===== config.mk =====
export PLATFORM = sky130hd
export DESIGN_NAME = xon_xoff_round_robin_host_arbiter
export DESIGN_NICKNAME = d
export VERILOG_FILES = /design/src/hdl/xxrr_pkg.sv /design/src/hdl/xon_xoff_round_robin_host_arbiter.sv /design/src/hdl/xxrr_cell.sv
export SDC_FILE = /design/constraint.sdc
export NUM_CORES = 1
export LEC_CHECK = 0
export BUFFER_PORTS_ARGS = -buffer_cell sky130_fd_sc_hd__buf_2
export CAP_MARGIN = 20
export CORE_MARGIN = 4
export CORE_UTILIZATION = 48
export DETAILED_ROUTE_END_ITERATION = 10
export PLACE_DENSITY = 0.66
export SYNTH_ARGS = -nofsm -noshare
export SYNTH_HDL_FRONTEND = slang
export SYNTH_SLANG_ARGS = --single-unit

===== constraint.sdc =====
create_clock -name clk -period 3.9 [get_ports clk]
set_input_delay 0.195 -clock clk [delete_from_list [all_inputs] [get_ports clk]]
set_output_delay 0.195 -clock clk [all_outputs]
set_load 0.05 [all_outputs]

===== src/hdl/xxrr_pkg.sv =====
// Package for the xon/xoff round-robin host arbiter.
// Holds event and status codes, list control struct and field widths.
// No dependencies.
package xxrr_pkg;

  localparam int HOST_W   = 3;  // width of a host id
  localparam int HOST_IDS = 8;  // host ids reachable by a 3-bit id / 8-bit mask
  localparam int ACTION_W = 3;
  localparam int STATUS_W = 2;

  typedef enum logic [ACTION_W-1:0] {
    ACT_SELECT   = 3'd0,
    ACT_ACTIVE   = 3'd1,
    ACT_INACTIVE = 3'd2,
    ACT_XOFF     = 3'd3,
    ACT_XON      = 3'd4
  } act_t;

  typedef enum logic [STATUS_W-1:0] {
    ST_OK      = 2'd0,
    ST_EMPTY   = 2'd1,
    ST_UNKNOWN = 2'd2
  } status_t;

  // operation applied to the eligible list this cycle
  typedef enum logic [1:0] {
    LOP_NONE   = 2'd0,
    LOP_SELECT = 2'd1,
    LOP_REMOVE = 2'd2,
    LOP_APPEND = 2'd3
  } lop_t;

  typedef struct packed {
    lop_t              op;
    logic [HOST_W-1:0] host;
  } list_ctl_t;

endpackage


===== src/hdl/xon_xoff_round_robin_host_arbiter.sv =====
// Round-robin host arbiter with xon/xoff flow control, top level.
// Depends on xxrr_pkg and xxrr_cell.
//
// Usage:
//  - Input stream (in_*): one event per beat, action and host id in in_tdata.
//    Select grants the host at the head of the eligible list and moves it to
//    the tail; the other events set or clear a host's active or xoff flag.
//  - Output stream (out_*): exactly one result beat per event, in order.
//  - cfg_wr_en/cfg_wr_data write the host presence mask. Dropping a host
//    clears its flags at once and takes it out of the list.
// Timing:
//  - Result is registered: it appears the cycle after the event is taken.
//  - One event per cycle sustained unless compaction or out_tready stalls it;
//    the list is a row of NUM_HOSTS slot cells updated together (shift, rotate
//    or append). After a mask write that drops eligible hosts, in_tready is
//    held low while the list is compacted one host a cycle.
//  - If out_tready is low, the result is held and in_tready falls until the
//    beat is taken.
// Reset: all hosts absent, inactive, not xoffed, list empty. List slots are
//  not cleared; no clearing pass is needed.
module xon_xoff_round_robin_host_arbiter import xxrr_pkg::*; #(
  parameter int NUM_HOSTS = 8
) (
  input  logic       clk,
  input  logic       rst_n,
  input  logic       cfg_wr_en,
  input  logic [7:0] cfg_wr_data,   // host_present_mask
  input  logic       in_tvalid,
  output logic       in_tready,
  input  logic [7:0] in_tdata,      // [2:0] action, [5:3] host_id, [7:6] zero
  output logic       out_tvalid,
  input  logic       out_tready,
  output logic [7:0] out_tdata      // [1:0] status, [2] grant_valid,
                                    // [5:3] granted_host, [6] has_work, [7] zero
);

  localparam int CW = $clog2(NUM_HOSTS + 1);

  // control state
  logic [HOST_IDS-1:0] mask_r, mask_nxt;
  logic [HOST_IDS-1:0] active_r, active_nxt;
  logic [HOST_IDS-1:0] xoff_r, xoff_nxt;
  logic [HOST_IDS-1:0] pend_r, pend_nxt;     // hosts still to drop from list
  logic [CW-1:0]       count_r, count_nxt;
  logic                out_valid_r, out_valid_nxt;

  // result payload
  status_t             st_r, st_nxt;
  logic                grant_r, grant_nxt;
  logic [HOST_W-1:0]   ghost_r, ghost_nxt;
  logic                work_r, work_nxt;

  logic [HOST_IDS-1:0] lim;                  // ids below NUM_HOSTS
  logic [HOST_IDS-1:0] known;
  logic [HOST_IDS-1:0] gone;
  logic [HOST_IDS-1:0] pend_onehot;
  logic [HOST_W-1:0]   pend_host;
  logic                accept;
  act_t                act;
  logic [HOST_W-1:0]   hid;
  logic                was_elig, now_elig;
  list_ctl_t           ctl;

  logic [HOST_W-1:0]   entry [NUM_HOSTS];
  logic [NUM_HOSTS-1:0] match_c;

  assign act    = act_t'(in_tdata[ACTION_W-1:0]);
  assign hid    = in_tdata[ACTION_W +: HOST_W];
  assign accept = in_tvalid & in_tready;

  assign in_tready  = (pend_r == '0) && (!out_valid_r || out_tready);
  assign out_tvalid = out_valid_r;
  assign out_tdata  = {1'b0, work_r, ghost_r, grant_r, st_r};

  always_comb begin
    for (int h = 0; h < HOST_IDS; h++) begin
      lim[h] = (h < NUM_HOSTS);
    end
  end
  assign known = mask_r & lim;

  // lowest pending host, dropped first
  always_comb begin
    pend_onehot = '0;
    pend_host   = '0;
    for (int h = HOST_IDS - 1; h >= 0; h--) begin
      if (pend_r[h]) begin
        pend_onehot = '0;
        pend_onehot[h] = 1'b1;
        pend_host   = HOST_W'(h);
      end
    end
  end

  // slot chain
  for (genvar i = 0; i < NUM_HOSTS; i++) begin : g_slot
    logic [HOST_W-1:0] right_s;
    logic              match_s;
    if (i == NUM_HOSTS - 1) begin : g_last
      assign right_s = entry[i];
    end else begin : g_mid
      assign right_s = entry[i+1];
    end
    if (i == 0) begin : g_first
      assign match_s = 1'b0;
    end else begin : g_rest
      assign match_s = match_c[i-1];
    end
    xxrr_cell #(
      .IDX (i),
      .CW  (CW)
    ) u_cell (
      .clk       (clk),
      .ctl       (ctl),
      .count     (count_r),
      .head      (entry[0]),
      .right     (right_s),
      .match_in  (match_s),
      .entry     (entry[i]),
      .match_out (match_c[i])
    );
  end

  always_comb begin
    active_nxt = active_r;
    xoff_nxt   = xoff_r;
    mask_nxt   = mask_r;
    ctl.op     = LOP_NONE;
    ctl.host   = hid;
    st_nxt     = st_r;
    grant_nxt  = grant_r;
    ghost_nxt  = ghost_r;
    was_elig   = active_r[hid] & ~xoff_r[hid];
    now_elig   = was_elig;
    gone       = '0;

    if (pend_r != '0) begin
      ctl.op   = LOP_REMOVE;
      ctl.host = pend_host;
    end else if (accept) begin
      st_nxt    = ST_OK;
      grant_nxt = 1'b0;
      ghost_nxt = '0;
      case (act)
        ACT_SELECT: begin
          if (count_r == '0) begin
            st_nxt = ST_EMPTY;
          end else begin
            ctl.op    = LOP_SELECT;
            grant_nxt = 1'b1;
            ghost_nxt = entry[0];
          end
        end
        ACT_ACTIVE, ACT_INACTIVE, ACT_XOFF, ACT_XON: begin
          if (!known[hid]) begin
            st_nxt = ST_UNKNOWN;
          end else begin
            case (act)
              ACT_ACTIVE:   active_nxt[hid] = 1'b1;
              ACT_INACTIVE: active_nxt[hid] = 1'b0;
              ACT_XOFF:     xoff_nxt[hid]   = 1'b1;
              default:      xoff_nxt[hid]   = 1'b0;
            endcase
            now_elig = active_nxt[hid] & ~xoff_nxt[hid];
            if (was_elig && !now_elig) begin
              ctl.op = LOP_REMOVE;
            end else if (!was_elig && now_elig && (count_r < NUM_HOSTS)) begin
              ctl.op = LOP_APPEND;
            end
          end
        end
        default: ;  // undefined action: no change
      endcase
    end

    case (ctl.op)
      LOP_REMOVE: count_nxt = count_r - CW'(1);
      LOP_APPEND: count_nxt = count_r + CW'(1);
      default:    count_nxt = count_r;
    endcase

    if (accept) begin
      work_nxt = (count_nxt != '0);
    end else begin
      work_nxt = work_r;
    end

    // mask write: dropped hosts lose their flags, eligible ones queue for removal
    if (cfg_wr_en) begin
      mask_nxt = cfg_wr_data;
      gone     = ~(cfg_wr_data & lim);
    end
    pend_nxt   = (pend_r & ~pend_onehot) | (active_nxt & ~xoff_nxt & gone);
    active_nxt = active_nxt & ~gone;
    xoff_nxt   = xoff_nxt & ~gone;

    if (accept) begin
      out_valid_nxt = 1'b1;
    end else if (out_tready) begin
      out_valid_nxt = 1'b0;
    end else begin
      out_valid_nxt = out_valid_r;
    end
  end

  always_ff @(posedge clk) begin
    if (!rst_n) begin
      mask_r      <= '0;
      active_r    <= '0;
      xoff_r      <= '0;
      pend_r      <= '0;
      count_r     <= '0;
      out_valid_r <= 1'b0;
    end else begin
      mask_r      <= mask_nxt;
      active_r    <= active_nxt;
      xoff_r      <= xoff_nxt;
      pend_r      <= pend_nxt;
      count_r     <= count_nxt;
      out_valid_r <= out_valid_nxt;
    end
  end

  always_ff @(posedge clk) begin
    st_r    <= st_nxt;
    grant_r <= grant_nxt;
    ghost_r <= ghost_nxt;
    work_r  <= work_nxt;
  end

  // list length tracks the eligible hosts once compaction is done
  a_count_matches: assert property (@(posedge clk) disable iff (!rst_n)
    (pend_r == '0) |-> ($countones(active_r & ~xoff_r) == count_r))
    else $error("list length differs from eligible host count");

  // absent hosts hold no flags
  a_flags_known: assert property (@(posedge clk) disable iff (!rst_n)
    ((active_r | xoff_r) & ~known) == '0)
    else $error("flag set on an absent host");

  // a removal always finds its host in the list
  a_remove_found: assert property (@(posedge clk) disable iff (!rst_n)
    (ctl.op == LOP_REMOVE) |-> match_c[NUM_HOSTS-1])
    else $error("removed host not in list");

  // a grant comes with ok status and a non-empty list
  a_grant_ok: assert property (@(posedge clk) disable iff (!rst_n)
    (out_valid_r && grant_r) |-> ((st_r == ST_OK) && work_r))
    else $error("grant with bad status or empty list");

endmodule


===== src/hdl/xxrr_cell.sv =====
// One slot of the eligible-host list; slots form a shift chain.
// Depends on xxrr_pkg.
module xxrr_cell import xxrr_pkg::*; #(
  parameter int IDX = 0,
  parameter int CW  = 4
) (
  input  logic              clk,
  input  list_ctl_t         ctl,
  input  logic [CW-1:0]     count,
  input  logic [HOST_W-1:0] head,      // slot 0 entry
  input  logic [HOST_W-1:0] right,     // next slot towards the tail
  input  logic              match_in,  // host found in an earlier slot
  output logic [HOST_W-1:0] entry,
  output logic              match_out
);

  localparam logic [CW-1:0] IDX_C  = CW'(IDX);
  localparam logic [CW-1:0] IDX_P1 = CW'(IDX + 1);

  logic [HOST_W-1:0] entry_r, entry_nxt;

  assign entry     = entry_r;
  assign match_out = match_in | ((IDX_C < count) && (entry_r == ctl.host));

  always_comb begin
    entry_nxt = entry_r;
    case (ctl.op)
      LOP_SELECT: begin
        if (IDX_P1 == count) begin
          entry_nxt = head;       // old head goes to the tail
        end else if (IDX_P1 < count) begin
          entry_nxt = right;
        end
      end
      LOP_REMOVE: begin
        if (match_out) begin
          entry_nxt = right;      // close the gap
        end
      end
      LOP_APPEND: begin
        if (IDX_C == count) begin
          entry_nxt = ctl.host;
        end
      end
      default: ;
    endcase
  end

  always_ff @(posedge clk) begin
    entry_r <= entry_nxt;
  end

endmodule

==> metrics.txt, run 1 <==
most common cell after layout, fill and taps aside=nor2_1; post-synthesis compound-gate area fraction=0.242; Die Ht=106 µm; Synth Area in Adders=0.0108; Setup TNS Final=0 ns; Synth warnings=0; Slowest cell on crit path=or4_4; dpl ws=a little under 0.5 ns; r2r startpoint=pend_r[2]$_SDFF_PN0_; post-synthesis sequential area ratio=0.360; Hold Slack=roughly 0.15 ns; pin count of the biggest net entering global routing=26; antenna cells=0; Worst Max-Slew Pin Slew=around 0.71 ns; die area=about 11000 µm²; Simple-Gate Fraction of Synth Area=0.265; Achievable Freq=approximately 290 MHz; GR Overflow Total=0; DIE WIDTH=106 µm; Routability Congestion=between 0.9 and 1; # DRC=0; Final #Nets=581; max-slew violations=0; Vias per Instance=6.10; DRT antenna net count=0; reg-to-reg critical path endpoint=g_slot[3].u_cell.entry[1]$_DFFE_PP_; Initial Util=0.498; CTS tree=done; Cell Area, Synth=4650 µm²; Syn-to-layout area delta=8.10%; initial antenna violation count=0; largest family of logic cells by synthesized area=simple AND/OR/NAND/NOR gates; XOR/XNOR Fraction of Synth Area=0.0320; CTS Buffer Depth=2; WS Path Type=reg -> reg; crit path max fanout=11; DR pass1 iterations=5; post-synthesis mux area share=0.0328; minimum clock period=3.41 ns; Synth cell types=87; vias in the first global route=about 3900; Hold/Removal Path Class=in -> reg; DR iter-0 viols=338; CTS root buf=clkbuf_8; clock net sink count=68; total core area=9330 µm²; largest stage delay on the critical path=approximately 0.58 ns; Avg Cell Area, Syn=around 8.6 µm²; max-cap violation count=0; Seq. cell area=1670 µm²; H-tree levels=3; Detail Placement HPWL=9260 µm; ranking of synthesized cells by area=edfxtp_1 20%, dfxtp_1 16%, a21oi_1 5.0%, nor2_1 4.4%, nor3_1 3.3%; Layout fillers=861; R2R cell count=10; Worst Setup SP=pend_r[2]$_SDFF_PN0_; setup ws final=slightly below 0.5 ns; Tcrit/Tclk final=0.875; top_reg_cell synth=dfxtp_1; RSZ-0062 raised after global routing=false; layout cells sized above 1=0.155; Max-slew headroom=0.523; Required @ worst endpoint=about 4.0 ns; asr flop ratio synth=0; Post-Syn Nets=~570; CTS resizes=0; Vias=4209; post-CTS setup repair buffer count=0; Site Rows=35; critical path endpoint=g_slot[3].u_cell.entry[1]$_DFFE_PP_; area of the multi-input gates=2710 µm²; most frequent cells in the layout=55 x nor2_1, 46 x a21oi_1, 39 x nand2_1; number of synthesized flops with an enable pin=31; Fin. Hold Viols=0; post-synth top area cell=edfxtp_1; Hold-fix buffers, CTS=0; first-pass GRT wire length=between 20000 and 25000 µm; P per Cell Area=321 nW/µm²; hold_sp=cfg_wr_data[0]; flop-to-flop setup slack=~0.49 ns; area share of the largest cell type after synthesis=0.200; P_leak=approximately 1.9 nW; Num CTS Buffers=9; IO buf count=27; CP arrival=about 3.5 ns; Total GRT Usage=0.226; Worst setup SP type=register; synthesized instance count=between 500 and 600; Worst Setup End Kind=register; routed length per placed instance=18.2 µm; #FFs+latches synth=68; worst-path cell chain=or4_4 > nor3_4 > and3_1 > nand4_1 > nand4bb_4 > o311ai_2 > buf_4 > nand2b_1 > a21oi_2 > a211oi_1; Clock transition at path regs=about 0.08 ns; wirelength, routed=12500 µm; VDD IR max=0.164 mV; status=finished, final reports clean; Top Ports=31; final setup fails=0; worst clock skew=0.0189 ns; worst-skew pair later-pin latency=between 0.3 and 0.4 ns
-- cell usage after synthesis (3+ instances only) --
master and n:
or2_2 5, inv_1 15, o2111ai_1 3, buf_6 3
a211oi_1 5, clkbuf_1 12, ha_1 4, nor3_1 31
nand2_1 39, o21ai_1 3, a21o_1 7, a211oi_2 3
xnor2_1 7, a211o_1 3, nor2_1 55, xor2_1 10
buf_1 3, nand2b_1 17, o221ai_1 3, buf_4 8
nand3_1 11, buf_2 9, mux2i_1 13, a21boi_1 3
a2bb2oi_1 4, and2_1 8, a31oi_1 3, nand4_1 5
nand3b_1 5, a21boi_0 4, o21bai_1 5, and3_1 10
nor2b_1 15, dfxtp_1 37, a21oi_1 46, o21ai_0 25
o41ai_1 5, a32oi_1 3, o211ai_1 6, edfxtp_1 31
a31o_2 4
-- per-stage QoR --
step / util / instance area [µm²] / power (mW) / instances
2_1_floorplan: - / 4650 / 0.990 / 542
3_5_place_dp: 0.518 / 4830 / 1.05 / 674
3_3_place_gp: 0.518 / 4830 / 1.05 / 674
6_report: 0.539 / 5030 / 1.61 / 690
4_1_cts: 0.539 / 5030 / 1.62 / 690
5_1_grt: 0.539 / 5030 / 1.69 / 690
-- critical path: cells and delay by family (launching register included) --
kind                   cells  cell delay, ns
and+or+nand+nor            6            1.81
AOI/OAI and AO/OA          3            0.73
DFF                        1            0.36
buffers and inverters      1            0.24
-- where the power goes --
| group | leakage [nW] | switching, mW | total [mW] | internal, mW |
|---|---|---|---|---|
| clock | 0.102 | 0.284 | 0.578 | 0.294 |
| sequential | 0.587 | 0.0123 | 0.775 | 0.763 |
| combinational | 1.17 | 0.174 | 0.261 | 0.0874 |
| total | 1.86 | 0.470 | 1.61 | 1.14 |
-- final cells by class --
| cell class | count | area share |
|---|---|---|
| Inverter | 19 | 0.0144 |
| Multi-Input combinational cell | 420 | 0.539 |
| Clock buffer | 13 | 0.0346 |
| Tap cell | 129 | 0.0321 |
| Sequential cell | 68 | 0.333 |
| Timing Repair Buffer | 38 | 0.0433 |
| Clock inverter | 3 | 0.00373 |
-- how the worst min path moves through the flow --
stage,end,slack [ns],cells past startpoint
after global placement,known[4]$_SDFFE_PN0P_,0.45,2
final,pend_r[0]$_SDFF_PN0_,0.15,3
after global routing,pend_r[0]$_SDFF_PN0_,0.15,3
after CTS,known[7]$_SDFFE_PN0P_,0.14,3
after detailed placement,known[4]$_SDFFE_PN0P_,0.45,2
after floorplan,pend_r[0]$_SDFF_PN0_,0.36,2
-- kinds of logic after synthesis --
kind of cell	count (synthesis)
AO/OA/AOI/OAI	159
XOR/XNOR	17
adder cells (fa/ha/maj)	4
buffers and inverters	54
flip-flops	68
multiplexers	14
other	1
AND/OR/NAND/NOR	225
-- metal layers --
layer  track usage  vias up  wire length, µm
met5             0        -                0
met4        0.0877        0              269
met3        0.0437       21             1090
met2         0.354      193             5700
met1         0.307     1966             5470
li1              -     2029                -
-- sequential cells by signal, indices dropped and copies added, names as in the netlist --
name                 cells
known                    8
g_slot.u_cell.entry     24
work_r                   1
xoff_r                   8
pend_r                   8
ghost_r                  3
count_r                  4
grant_r                  1
active_r                 8
st_r                     2
out_tvalid               1
No activity file was read; power rests on OpenSTA's default activity.
==> inputs of run 2 (changes only) <==
- BUFFER_PORTS_ARGS: -buffer_cell sky130_fd_sc_hd__buf_2 -> default
- DONT_BUFFER_PORTS: default -> 1
- PLACE_DENSITY: 0.66 -> 0.63
==> run 2 against run 1 <==
Compared with the run above:
- first-iteration DRC count increased by 5.6%
- hold slack lost 0.14 ns
- total power decreased by 3.0%
- fmax down 6.2%
- clock power is 3% lower
- global-route usage up 0.69 points
- non-clock buffer count shrank 25
==> metrics.txt, run 2 (synthesized netlist as in run 1, its figures left out) <==
register share of total power=0.512; Achievable Freq=275 MHz; Syn-to-layout area delta=5.49%; Hold/Removal Path Class=in -> reg; Layout fillers=between 800 and 900; Clock power frac=0.358; dpl ws=about 0.34 ns; Vias=4135; minimum clock period=around 3.6 ns; H-tree levels=3; setup ws final=0.262 ns; Worst Max-Slew Pin Slew=0.898 ns; DR iter-0 viols=~360; Clock transition at path regs=roughly 0.08 ns; CTS tree=done; crit path max fanout=11; Tcrit/Tclk final=0.933; Required @ worst endpoint=between 3 and 4 ns; Die Ht=106 µm; RSZ-0062 raised after global routing=false; final setup fails=0; P per Cell Area=319 nW/µm²; max reg flops=24; Setup TNS Final=0 ns; Max-slew headroom=0.400; VDD IR max=roughly 0.17 mV; layout cells sized above 1=0.112; routed length per placed instance=around 19 µm; hold depth=2; Fin. Hold Viols=0; GR Overflow Total=0; reg-to-reg critical path endpoint=g_slot[1].u_cell.entry[1]$_DFFE_PP_; CTS root buf=clkbuf_8; vias in the first global route=approximately 3800; first-pass GRT wire length=20700 µm; Final #Nets=about 560; Net Switching=~0.46 mW; WS Path Type=reg -> reg; Routability Congestion=around 0.93; P_leak=roughly 1.8 nW; metal2 WL=between 5000 and 6000 µm; pin count of the biggest net entering global routing=26; # DRC=0; worst-skew pair later-pin latency=0.35 ns; P_int=1.11 mW; CP arrival=approximately 3.7 ns; most common cell after layout, fill and taps aside=nor2_1; initial antenna violation count=0; Top Ports=31; wirelength, routed=about 13000 µm; flop-to-flop setup slack=between 0.2 and 0.3 ns; Hold Crit Endpoint=active_r[7]$_SDFF_PN0_; total core area=just over 9000 µm²; top layer used by detailed routing=met4; CTS Buffer Depth=2; Total GRT Usage=0.233; M1 WL=roughly 6000 µm; Site Rows=35; Met3 Wirelength=approximately 1100 µm; DIE WIDTH=roughly 110 µm; Hold Slack=~0.0094 ns; status=finished, final reports clean; combinational power share=0.131; CTS resizes=0; hold_sp=rst_n; Sw Share=0.291; die area=between 10000 and 15000 µm²; post-CTS setup repair buffer count=0; clock net sink count=68; most frequent cells in the layout=55 x nor2_1, 46 x a21oi_1, 39 x nand2_1; DR pass1 iterations=6; Num CTS Buffers=9; Detail Placement HPWL=9260 µm; fin util=0.526; R2R cell count=8; max-cap violation count=0; total power=roughly 1.6 mW; r2r startpoint=pend_r[2]$_SDFF_PN0_; worst clock skew=~0.016 ns; Vias per Instance=just over 6; IO buf count=0; antenna cells=0; Worst Setup End Kind=register; Hold-fix buffers, CTS=3; DRT antenna net count=0; Worst setup SP type=register; max-slew violations=0; Initial Util=0.498
## run 2: cell count changes in the layout (fill, tap and decap cells not counted), sizes merged
cell	previous run	this run
buf	38	10
dlygate4sd3	0	3
inv	16	19
clkbuf	13	11
clkinv	6	5
## run 2: per-layer routing
layer | up-vias | global-route usage
met5 | - | 0
met4 | 0 | 0.0639
met3 | 14 | 0.0583
met2 | 172 | 0.329
met1 | 1975 | 0.349
li1 | 1974 | -
## run 2: worst max-delay path by stage
| stage | slack, ns | startpoint | to |
|---|---|---|---|
| finish | 0.26 | pend_r[2]$_SDFF_PN0_ | g_slot[1].u_cell.entry[1]$_DFFE_PP_ |
| global route | 0.03 | pend_r[1]$_SDFF_PN0_ | g_slot[3].u_cell.entry[1]$_DFFE_PP_ |
| CTS | 0.31 | pend_r[2]$_SDFF_PN0_ | g_slot[1].u_cell.entry[1]$_DFFE_PP_ |
| detailed placement | 0.34 | pend_r[2]$_SDFF_PN0_ | g_slot[1].u_cell.entry[1]$_DFFE_PP_ |
| global placement | 0.48 | pend_r[2]$_SDFF_PN0_ | g_slot[6].u_cell.entry[1]$_DFFE_PP_ |
| floorplan | 0.90 | pend_r[2]$_SDFF_PN0_ | g_slot[6].u_cell.entry[0]$_DFFE_PP_ |
## run 2: power groups by stage
stage                     Sequential, mW  Combinational, mW  Clock (mW)
after floorplan                    0.801              0.189           0
after global placement             0.817              0.193           0
after detailed placement           0.817              0.195           0
after CTS                          0.801              0.202       0.570
after global routing               0.803              0.226       0.602
final                              0.801              0.205       0.560
## run 2: area by class of cell
| type | count | area, µm² | area share |
|---|---|---|---|
| clock inverter | 5 | 32.5 | 0.00663 |
| clock buffer | 11 | 151 | 0.0309 |
| timing repair buffer | 13 | 105 | 0.0214 |
| sequential | 68 | 1670 | 0.341 |
| inverter | 19 | 72.6 | 0.0148 |
| multi-input combinational | 420 | 2710 | 0.553 |
| tap | 129 | 161 | 0.0329 |
## run 2: worst max-delay path, stage by stage, from the launching register on
cell and delay [ns]:
dfxtp_1 0.35, or4_4 0.58, nor3_4 0.24, and3_1 0.25, nand3_1 0.14, o311ai_2 0.76, nand2b_1 0.44, a21oi_2 0.52
a211oi_1 0.10
## run 2: stage by stage
step / cell area [µm²] / cells
after floorplan: 4650 / 542
final: 4900 / 665
after global routing: 4900 / 665
after detailed placement: 4690 / 646
after CTS: 4900 / 665
after global placement: 4690 / 646
